## config.mk

```make
export PLATFORM = sky130hd
export DESIGN_NAME = hdt_ram
export DESIGN_NICKNAME = d
export VERILOG_FILES = /design/src/hex_digit_trie_integer_set_core_assert.svh /design/src/hdt_ram.sv
export SDC_FILE = /design/constraint.sdc
export NUM_CORES = 1
export LEC_CHECK = 0
export ABC_AREA = 1
export ABC_CLOCK_PERIOD_IN_PS = 2650
export BUFFER_PORTS_ARGS = -buffer_cell sky130_fd_sc_hd__buf_2
export CORE_MARGIN = 4
export CORE_UTILIZATION = 60
export DETAILED_ROUTE_END_ITERATION = 7
export MAX_ROUTING_LAYER = met4
export PLACE_DENSITY = 0.81
export SETUP_SLACK_MARGIN = 0.1
export SLEW_MARGIN = 0
export SYNTH_ARGS = -nofsm -noshare
export SYNTH_HDL_FRONTEND = slang
export SYNTH_SLANG_ARGS = --single-unit
```

## constraint.sdc

```tcl
create_clock -name i_clk -period 2.65 [get_ports i_clk]
set_clock_uncertainty 0.2 [all_clocks]
set_input_delay 0.53 -clock i_clk [delete_from_list [all_inputs] [get_ports i_clk]]
set_output_delay 0.53 -clock i_clk [all_outputs]
set_load 0.01 [all_outputs]
```

## src/hex_digit_trie_integer_set_core_assert.svh

```systemverilog
// Assertion macros shared by the trie set core.
`ifndef HEX_DIGIT_TRIE_INTEGER_SET_CORE_ASSERT_SVH
`define HEX_DIGIT_TRIE_INTEGER_SET_CORE_ASSERT_SVH

// The consequence must hold in the same cycle as the antecedent.
`define HDT_ASSERT_SAME(label, ante, cons, msg) \
    label: assert property (@(posedge i_clk) disable iff (!i_rst_n) (ante) |-> (cons)) \
        else $error(msg);

// The consequence must hold in the cycle after the antecedent.
`define HDT_ASSERT_NEXT(label, ante, cons, msg) \
    label: assert property (@(posedge i_clk) disable iff (!i_rst_n) (ante) |=> (cons)) \
        else $error(msg);

`endif

```

## src/hdt_ram.sv

```systemverilog
module hdt_ram #(
    parameter int WIDTH = 8,
    parameter int DEPTH = 16
) (
    input  logic                     i_clk,
    input  logic                     i_we,
    input  logic [$clog2(DEPTH)-1:0] i_waddr,
    input  logic [WIDTH-1:0]         i_wdata,
    input  logic [$clog2(DEPTH)-1:0] i_raddr,
    output logic [WIDTH-1:0]         o_rdata
);

    logic [WIDTH-1:0] r_mem [DEPTH];
    logic [WIDTH-1:0] r_rdata;

    // One write port and one read port with registered read data.
    always_ff @(posedge i_clk) begin
        if (i_we) begin
            r_mem[i_waddr] <= i_wdata;
        end
        r_rdata <= r_mem[i_raddr];
    end

    assign o_rdata = r_rdata;

endmodule

```

==> qor.yml, run 1 <==
timing:
  rsz0062_at_grt: "false"
  fin_setup_tns_ns: 0
  slew_headroom_pct: 48.49
  finalMaxSlewViolations: 0
  period_needed_ns: 1.721
  tightest_slew_ns: 0.7698
  fin_crit_sh_pct: 64.94
  finalHoldViolations: 0
  setup_violations: 0
  max_freq_mhz: 581.1
logic_synthesis:
  synth_common_cells: "nand2_1, edfxtp_1, inv_1, nand3_1, nor2_1"
  synth_area_per_cell_um2: 10.47
  synth_area_leaders: "edfxtp_1, nand2_1, nand3_1"
  post_synth_fa_ha_maj_area_fraction_pct: 0
  syn_area_um2: 5767
  ys_seq_area_share_pct: 69.43
  synth_fp_nets: 569
  yosys_warnings: 0
  synthXorXnorAreaFrac_pct: 0
  synth_most_common_cell: "nand2_1"
  yosysTopAreaCellShare_pct: 66.65
  synth_compound_area_share_pct: 0
  ys_ff_latch: 136
  synth_area_leader_cell: "edfxtp_1"
  synth_top_family_by_area: "simple AND/OR/NAND/NOR gates"
  async_flop_share_pct: 0
  yosys.cell_types.count: 12
  synth-simple-area-share_pct: 21.05
  synth_mux_area_share_pct: 0
  netlist_instances: 551
  ys.flop_type: "edfxtp_1"
  synth-edff-count: 128
cts:
  post_cts_resized: 0
  postCtsHoldBufs: 0
  cts_tree: "built"
  cts_buffers: 17
  clock_sinks: 136
  cts_buffer_depth: 2
  clk_pin_slew_ns: 0.06
  htree_levels: 4
  post_cts_buffers: 0
  root_buffer: "clkbuf_8"
  clock_latency_ns: 0.52
routing:
  drt_pass1_iterations: 5
  dr.first_iter.drc_count: 459
  drc: 0
  wl_per_cell_um: 17.53
  via_count: 3955
  postRouteAntennaNets: 0
  drt-total-wl_mm: 12.60
  viasPerCell: 5.501
global_route:
  antenna_found_initial: 0
  grt_pass1_vias: 3820
  overflow: 0
  grt_pass1_wl_mm: 20.47
  grt_usage_pct: 25.12
  grt_max_degree: 33
die:
  rows: 35
  io-pin-count: 26
  start_util_pct: 62.12
  die_w_um: 106.0
  die_area_um2: 11240
  die_height_um: 106.0
  core_area_um2: 9284
layout:
  area_growth_pct: 13.37
  fin_cells: 719
  final_net_count: 595
  multi_input_area_um2: 1214
  regArea_um2: 4004
  drive_above_1_share_pct: 10.85
  n_antenna_cell: 0
  fillers: 619
  final_util_pct: 70.42
setup_path:
  crit_path_max_fanout: 1
  crit_family: "flip-flops"
  crit_chain: "buf_2"
  cp-end-kind: "output port"
  required_ns: 1.92
  arrival_ns: 0.99
  path_class: "register to output port"
  critPathLaunchType: "register"
  critical_path.slowest_cell: "dfxtp_1"
  crit_path_max_incr_delay_ns: 0.33
  worst-path-buf-inv: 1
placement:
  dp_hpwl_mm: 7.355
  place.gp.congestion: 0.8472
  dp_cells: 687
  portBuffers: 25
power:
  intPower_mw: 3.943
  power.density_nw_per_um2: 779.9
  switching_share_pct: 22.66
  leakage_nw: 2.837
  p_total_mw: 5.099
  vdd_drop_max_v: 0.0005643
  switchingPower_mw: 1.155
  power_frac_clock_pct: 46.9
  combPwrFrac_pct: 5.7
  seq_power_share_pct: 47.4
hold_path:
  min_path_type: "input pin to register"
outcome:
  status: "finished, final reports clean"
job:
  max_cap_viol_count: 0
routing by layer:
| metal | GRT usage, % | wire (µm) | up-vias |
|---|---|---|---|
| met2 | 38.02 | 6019 | 289 |
| met4 | 9.898 | 361 | 0 |
| li1 | - | - | 1823 |
| met1 | 33.14 | 4847 | 1803 |
| met5 | - | 0 | - |
| met3 | 6.254 | 1372 | 40 |
layout by cell type, fill, tap and decap left out:
master      netlist  layout
buf_2            13      25
buf_4             4       6
bufinv_16         0       3
clkbuf_1          0       1
clkbuf_16         0      16
clkbuf_8          0       1
clkinv_4          0       4
clkinvlp_4        0       1
dfxtp_1           8       8
edfxtp_1        128     128
inv_1           100     100
inv_2             2       2
inv_6             0       5
inv_8             0       1
nand2_1         173     173
nand3_1          97      97
nand3b_1          2       2
nor2_1           17      17
through the flow:
step	area (µm²)	hold WS, ns	setup WS, ns
2_1_floorplan	5767	0.4074	0.9692
3_3_place_gp	5932	0.4428	0.6127
3_5_place_dp	5932	0.4548	0.5640
4_1_cts	6538	0.1519	0.9033
5_1_grt	6538	0.1644	0.8906
6_report	6538	0.1844	0.9290
worst paths after layout:
kind / startpoint / depth (start not counted) / slack (ns) / endpoint
max: o_rdata[3] / 1 / 0.93 / o_rdata[3]
min: i_raddr[3] / 3 / 0.18 / o_rdata[2]
max reg2reg: r_mem[1][7] / 6 / 1.33 / o_rdata[7]
min reg2reg: r_mem[12][2] / 6 / 0.48 / o_rdata[2]
registers in the layout, indices dropped and copies added (netlist names):
name,flops
r_mem,128
o_rdata,8
power by group through the flow:
stage / clock network, mW / logic [mW] / registers, mW
global placement: 0 / 0.276 / 2.46
finish: 2.39 / 0.289 / 2.42
detailed placement: 0 / 0.281 / 2.46
global route: 2.54 / 0.321 / 2.42
CTS: 2.41 / 0.287 / 2.42
floorplan: 0 / 0.170 / 2.47
worst reg2reg max path: stages (launching register included):
cell      delay [ns]
edfxtp_1        0.38
inv_1           0.07
nand2_1         0.06
nand3_1         0.10
nand3_1         0.14
nand3_1         0.18
nand2_1         0.08
kinds of logic after synthesis:
| family | after synthesis |
|---|---|
| and+or+nand+nor | 289 |
| DFF | 136 |
| buffers and inverters | 126 |
area by class of cell:
class	instances	share of cell area (%)
sequential	136	61.24
multi-input combinational	289	18.56
clock buffer	18	6.392
inverter	102	5.856
clock inverter	14	2.871
timing repair buffer	31	2.603
tap	129	2.469
Power figures use the tool's default switching activity.
==> run 2: changes to the inputs <==
--- a/config.mk
+++ b/config.mk
@@ -6,13 +6,13 @@
 export NUM_CORES = 1
 export LEC_CHECK = 0
 export ABC_AREA = 1
-export ABC_CLOCK_PERIOD_IN_PS = 2650
+export ABC_CLOCK_PERIOD_IN_PS = 1500
 export BUFFER_PORTS_ARGS = -buffer_cell sky130_fd_sc_hd__buf_2
 export CORE_MARGIN = 4
-export CORE_UTILIZATION = 60
+export CORE_UTILIZATION = 55
 export DETAILED_ROUTE_END_ITERATION = 7
 export MAX_ROUTING_LAYER = met4
-export PLACE_DENSITY = 0.81
+export PLACE_DENSITY = 0.78
 export SETUP_SLACK_MARGIN = 0.1
 export SLEW_MARGIN = 0
 export SYNTH_ARGS = -nofsm -noshare
==> constraint.sdc (replaced) <==
create_clock -name i_clk -period 1.5 [get_ports i_clk]
set_clock_uncertainty 0.2 [all_clocks]
set_input_delay 0.3 -clock i_clk [delete_from_list [all_inputs] [get_ports i_clk]]
set_output_delay 0.3 -clock i_clk [all_outputs]
set_load 0.01 [all_outputs]
==> run 2 against run 1 <==
Power grew 77%. Clock power grew 74%. First-iteration DRC count shrank 10%. Via count up 1.3%. Wire length grew 3.9%. Sequential power rose by 77%. Sequential cell count unchanged. Sequential share of layout area fell by 3.1 points. Utilization is 3.4 points lower. Final cell count increased by 4.7%. Largest cell class unchanged. Largest power group unchanged.
==> qor.yml, run 2 (synthesis results as in run 1) <==
layout:
  largest-register: "r_mem"  # unchanged
  drive_above_1_share_pct: 13.13  # was 10.85%
  n_antenna_cell: 0  # unchanged
  area_growth_pct: 19.40  # was 13.37%
  final_util_pct: 67.00  # was 70.42%
  final_net_count: 622  # was 595
  largest_reg_flops: 128  # unchanged
  layout.cells.most_common: "nand2_1"  # unchanged
  fillers: 735  # was 619
  layout_common_cells: "nand2_1, edfxtp_1, inv_1"  # unchanged
  fin_cells: 753  # was 719
setup_path:
  critical_path.slowest_cell: "dfxtp_2"  # was dfxtp_1
  regToRegStartpoint: "r_mem[11][5]"  # was r_mem[1][7]
  crit_path_max_incr_delay_ns: 0.35  # was 0.33 ns
  rrSetupSlack_ns: 0.24  # was 1.33 ns
  regToRegEndpoint: "o_rdata[5]"  # was o_rdata[7]
  required_ns: 1.00  # was 1.92 ns
  critPathLaunchType: "register"  # unchanged
  worst-path-buf-inv: 1  # unchanged
  crit_family: "flip-flops"  # unchanged
  crit_path_max_fanout: 1  # unchanged
  arrival_ns: 0.98  # was 0.99 ns
  cp-end-kind: "output port"  # unchanged
  path_class: "register to output port"  # unchanged
  critical_path_depth: 1  # unchanged
  ff2ff_path_depth: 6  # unchanged
  crit_chain: "buf_6"  # was buf_2
power:
  leakage_nw: 3.003  # was 2.837 nW
  power_frac_clock_pct: 46.0  # was 46.9%
  intPower_mw: 7.132  # was 3.943 mW
  vdd_drop_max_v: 0.0007839  # was 0.0005643 V
  combPwrFrac_pct: 6.5  # was 5.7%
  seq_power_share_pct: 47.5  # was 47.4%
  switching_share_pct: 20.84  # was 22.66%
  switchingPower_mw: 1.878  # was 1.155 mW
  power.density_nw_per_um2: 1308  # was 779.9 nW/µm²
placement:
  portBuffers: 25  # unchanged
  place_ws_ns: -0.08860  # was 0.5640 ns
  dp_cells: 712  # was 687
  place.gp.congestion: 0.8087  # was 0.8472
  dp_hpwl_mm: 7.760  # was 7.355 mm
routing:
  drt_pass1_iterations: 5  # unchanged
  dr.first_iter.drc_count: 413  # was 459
  postRouteAntennaNets: 0  # unchanged
  viasPerCell: 5.320  # was 5.501
  drc: 0  # unchanged
  drt-total-wl_mm: 13.09  # was 12.60 mm
  wl_per_cell_um: 17.39  # was 17.53 µm
  via_count: 4006  # was 3955
hold_path:
  min_from: "i_raddr[2]"  # was i_raddr[3]
  min_path_type: "input pin to register"  # unchanged
  holdPathStages: 5  # was 3
  min_to: "o_rdata[5]"  # was o_rdata[2]
timing:
  rsz0062_at_grt: "true"  # was false
  max_freq_mhz: 676.9
  setup_ws_ns: 0.02261  # was 0.9290 ns
  slew_headroom_pct: 74.91  # was 48.49%
  finalMaxSlewViolations: 0  # unchanged
  tightest_slew_ns: 0.3763  # was 0.7698 ns
  finalHoldViolations: 0  # unchanged
  period_needed_ns: 1.477
  fin_crit_sh_pct: 98.49
  setup_violations: 0  # unchanged
cts:
  cts_tree: "built"  # unchanged
  clock_latency_ns: 0.54  # was 0.52 ns
  clk_pin_slew_ns: 0.06  # about the same
  clock_sinks: 136  # unchanged
  cts_buffer_depth: 2  # unchanged
  cts_buffers: 17  # unchanged
  post_cts_buffers: 0  # unchanged
  htree_levels: 4  # unchanged
  root_buffer: "clkbuf_8"  # unchanged
die:
  rows: 37  # was 35
  io-pin-count: 26  # unchanged
  die_height_um: 110.4  # was 106.0 µm
  die_w_um: 110.4  # was 106.0 µm
  die_area_um2: 12190  # was 11240 µm²
  start_util_pct: 56.11  # was 62.12%
  core_area_um2: 10280  # was 9284 µm²
global_route:
  grt_pass1_vias: 3805  # was 3820
  grt_pass1_wl_mm: 20.53  # was 20.47 mm
  overflow: 0  # unchanged
  grt_max_degree: 65  # was 33
  grt_usage_pct: 24.53  # was 25.12%
  antenna_found_initial: 0  # unchanged
outcome:
  status: "finished, final reports clean"  # unchanged
job:
  max_cap_viol_count: 0  # unchanged
## run 2: timing repair
| action | 4_1_cts | 5_1_grt |
|---|---|---|
| resized for setup | 2 | 2 |
| hold buffers | 9 | 0 |
| pin swaps | 0 | 0 |
| hold endpoints to repair | 126 | 0 |
| setup endpoints to repair | 8 | 8 |
| gates cloned | 0 | 0 |
## run 2: worst max path at each step
stage	slack, ns	startpoint	to
floorplan	0.05	i_waddr[2]	r_mem[10][0]
global placement	-0.06	i_raddr[0]	o_rdata[0]
global route	-0.02	o_rdata[6]	o_rdata[6]
detailed placement	-0.09	i_raddr[0]	o_rdata[5]
CTS	-0.0003	o_rdata[6]	o_rdata[6]
finish	0.02	o_rdata[6]	o_rdata[6]
## run 2: cell type report
class / count / area, µm² / share of cell area, %
repair buffers: 58 / 520.5 / 7.560
clock buffers: 22 / 432.9 / 6.287
clock inverters: 10 / 151.4 / 2.199
multi-input cells: 289 / 1221 / 17.74
flip-flops and latches: 136 / 4006 / 58.19
well taps: 136 / 170.2 / 2.471
inverters: 102 / 382.9 / 5.561
## run 2: stage by stage
stage	setup TNS (ns)	hold WS [ns]	cell area (µm²)	power, mW
3_5_place_dp	-1.217	0.4614	6196	4.903
3_3_place_gp	-0.1827	0.4539	6196	4.886
6_report	0	0.07158	6885	9.009
5_1_grt	-0.02234	0.07897	6885	9.285
4_1_cts	-0.0002666	0.05650	6878	9.025
2_1_floorplan	0	0.1989	5774	4.661
## run 2: metal layers
layer / global-route usage, % / up-vias / part of all wire, %
met5: - / - / 0
met1: 33.25 / 1896 / 41
met2: 36.40 / 209 / 47
li1: - / 1878 / -
met3: 6.115 / 23 / 9.5
met4: 8.883 / 0 / 2.4
## run 2: power groups by stage
stage               clock (mW)  combinational [mW]  sequential, mW
floorplan                    0               0.301            4.36
global placement             0               0.538            4.35
global route              4.36               0.646            4.28
CTS                       4.17               0.581            4.27
finish                    4.15               0.589            4.28
detailed placement           0               0.553            4.35
==> run 3: changes to the inputs <==
--- a/config.mk
+++ b/config.mk
@@ -9,10 +9,11 @@
 export ABC_CLOCK_PERIOD_IN_PS = 1500
 export BUFFER_PORTS_ARGS = -buffer_cell sky130_fd_sc_hd__buf_2
 export CORE_MARGIN = 4
-export CORE_UTILIZATION = 55
+export CORE_UTILIZATION = 57
+export CTS_BUF_LIST = sky130_fd_sc_hd__clkbuf_8
 export DETAILED_ROUTE_END_ITERATION = 7
 export MAX_ROUTING_LAYER = met4
-export PLACE_DENSITY = 0.78
+export PLACE_DENSITY = 0.81
 export SETUP_SLACK_MARGIN = 0.1
 export SLEW_MARGIN = 0
 export SYNTH_ARGS = -nofsm -noshare
==> run 3 against run 2 <==
Utilization grew 0.64 points. Worst hold slack gained 0.0013 ns. Die area shrank 3.3%. Register-to-register slack is essentially flat. Wire length shrank 4.3%. Via count shrank 0.50%. Non-clock buffer count shrank 5. First-iteration DRC count grew 12%. Critical path depth is the same. Sequential share of layout area grew 2.2 points. Power shrank 13%. Sequential cell count is the same. Critical endpoint is now o_rdata[0]. Largest cell class unchanged. Highest routed layer unchanged.
==> qor.yml, run 3 (synthesis results as in run 1) <==
layout:
  fin_area_um2: 6641  # was 6885 µm²
  area_growth_pct: 15.17  # was 19.40%
  layout_common_cells: "nand2_1, edfxtp_1, inv_1"  # unchanged
  drive_above_1_share_pct: 15.03  # was 13.13%
  fillers: 700  # was 735
  largest-register: "r_mem"  # unchanged
  final_net_count: 617  # was 622
  layout.cells.most_common: "nand2_1"  # unchanged
  n_antenna_cell: 0  # unchanged
  largest_reg_flops: 128  # unchanged
setup_path:
  critPathLaunchType: "register"  # unchanged
  regToRegEndpoint: "o_rdata[7]"  # was o_rdata[5]
  required_ns: 1.00  # about the same
  arrival_ns: 0.88  # was 0.98 ns
  path_class: "register to output port"  # unchanged
  cp-end-kind: "output port"  # unchanged
  regToRegStartpoint: "r_mem[1][7]"  # was r_mem[11][5]
  worst-path-buf-inv: 1  # unchanged
  crit_chain: "buf_6"  # unchanged
  crit_path_max_incr_delay_ns: 0.35  # about the same
  crit_path_max_fanout: 1  # unchanged
  crit_family: "flip-flops"  # unchanged
  ff2ff_path_depth: 6  # unchanged
  critical_path.slowest_cell: "dfxtp_2"  # unchanged
  rrSetupSlack_ns: 0.25  # was 0.24 ns
routing:
  wl_per_cell_um: 16.82  # was 17.39 µm
  dr.first_iter.drc_count: 464  # was 413
  drt_pass1_iterations: 6  # was 5
  drc: 0  # unchanged
  postRouteAntennaNets: 0  # unchanged
  drt-total-wl_mm: 12.53  # was 13.09 mm
  via_count: 3986  # was 4006
  viasPerCell: 5.350  # was 5.320
cts:
  clock_latency_ns: 0.44  # was 0.54 ns
  root_buffer: "clkbuf_8"  # unchanged
  cts_tree: "built"  # unchanged
  cts_buffer_depth: 2  # unchanged
  postCtsHoldBufs: 0  # was 9
  post_cts_buffers: 0  # unchanged
  clock_sinks: 136  # unchanged
  cts_buffers: 17  # unchanged
  clk_pin_slew_ns: 0.08  # was 0.06 ns
  post_cts_resized: 7  # was 2
  htree_levels: 4  # unchanged
timing:
  tightest_slew_ns: 0.3675  # was 0.3763 ns
  period_needed_ns: 1.379  # was 1.477 ns
  max_freq_mhz: 725.2  # was 676.9 MHz
  fin_crit_sh_pct: 91.93  # was 98.49%
  rsz0062_at_grt: "true"  # unchanged
  setup_violations: 0  # unchanged
  finalMaxSlewViolations: 0  # unchanged
  finalHoldViolations: 0  # unchanged
  slew_headroom_pct: 75.50  # was 74.91%
  fin_setup_tns_ns: 0  # unchanged
placement:
  portBuffers: 25  # unchanged
  dp_hpwl_mm: 7.874  # was 7.760 mm
  placedInstanceArea_um2: 6197  # was 6196 µm²
  place.gp.congestion: 0.8678  # was 0.8087
die:
  io-pin-count: 26  # unchanged
  start_util_pct: 58.73  # was 56.11%
  rows: 36  # was 37
  die_area_um2: 11790  # was 12190 µm²
  core_area_um2: 9819  # was 10280 µm²
  die_w_um: 108.6  # was 110.4 µm
  die_height_um: 108.6  # was 110.4 µm
hold_path:
  min_path_type: "input pin to register"  # unchanged
  holdPathStages: 1  # was 5
  min_to: "r_mem[6][1]"  # was o_rdata[5]
  min_from: "i_wdata[1]"  # was i_raddr[2]
global_route:
  grt_usage_pct: 23.77  # was 24.53%
  grt_pass1_vias: 3874  # was 3805
  grt_pass1_wl_mm: 19.84  # was 20.53 mm
  antenna_found_initial: 0  # unchanged
  grt_max_degree: 65  # unchanged
  overflow: 0  # unchanged
job:
  max_cap_viol_count: 0  # unchanged
power:
  vdd_drop_max_v: 0.0006616  # was 0.0007839 V
  power.density_nw_per_um2: 1186  # was 1308 nW/µm²
  leakage_nw: 2.901  # was 3.003 nW
outcome:
  status: "finished, final reports clean"  # unchanged
## run 3: cell count changes in the layout (fill, tap and decap cells not counted), moves of 3 or more
cell and change:
clkbuf_16 -16, buf_4 +6, clkinvlp_4 +4, buf_2 -3, clkbuf_1 -5, dlygate4sd3_1 -9
clkbuf_8 +17, buf_6 +3
## run 3: metal layers
metal,up-vias,GRT usage (%),share of wire [%]
met3,26,5.075,7.9
met4,0,10.73,2.5
met1,1910,30.17,41
li1,1869,-,-
met2,181,37.03,49
met5,-,-,0
## run 3: worst max-delay path by stage
stage                     startpoint            to  slack [ns]  cells after the start
after floorplan           i_waddr[2]  r_mem[10][0]        0.05                      2
after CTS                 o_rdata[7]    o_rdata[7]        0.10                      1
after global placement    i_raddr[0]    o_rdata[2]      -0.003                      7
after global routing      o_rdata[0]    o_rdata[0]        0.09                      1
after detailed placement  i_raddr[0]    o_rdata[2]       -0.05                      7
final                     o_rdata[0]    o_rdata[0]        0.12                      1
## run 3: layout make-up
class / count / area (µm²) / area share, %
sequential: 136 / 4009 / 60.36
multi-input combinational: 289 / 1221 / 18.39
timing repair buffer: 53 / 454.2 / 6.839
inverter: 102 / 382.9 / 5.765
clock buffer: 18 / 247.7 / 3.730
tap: 133 / 166.4 / 2.506
clock inverter: 14 / 160.2 / 2.411
## run 3: report_power, final
group	internal [mW]	switching, mW
logic	0.198	0.377
registers	4.25	0.0294
clock network	1.67	1.35
## run 3: through the flow
stage	worst slack [ns]	total power [mW]	util (%)	instances	hold slack, ns
after detailed placement	-0.04570	4.902	63.11	713	0.4470
after global placement	-0.003177	4.882	63.11	713	0.4422
after floorplan	0.04916	4.661	-	551	0.1989
after CTS	0.1026	7.882	67.51	745	0.05957
after global routing	0.08813	8.151	67.64	745	0.06317
final	0.1210	7.875	67.64	745	0.07287
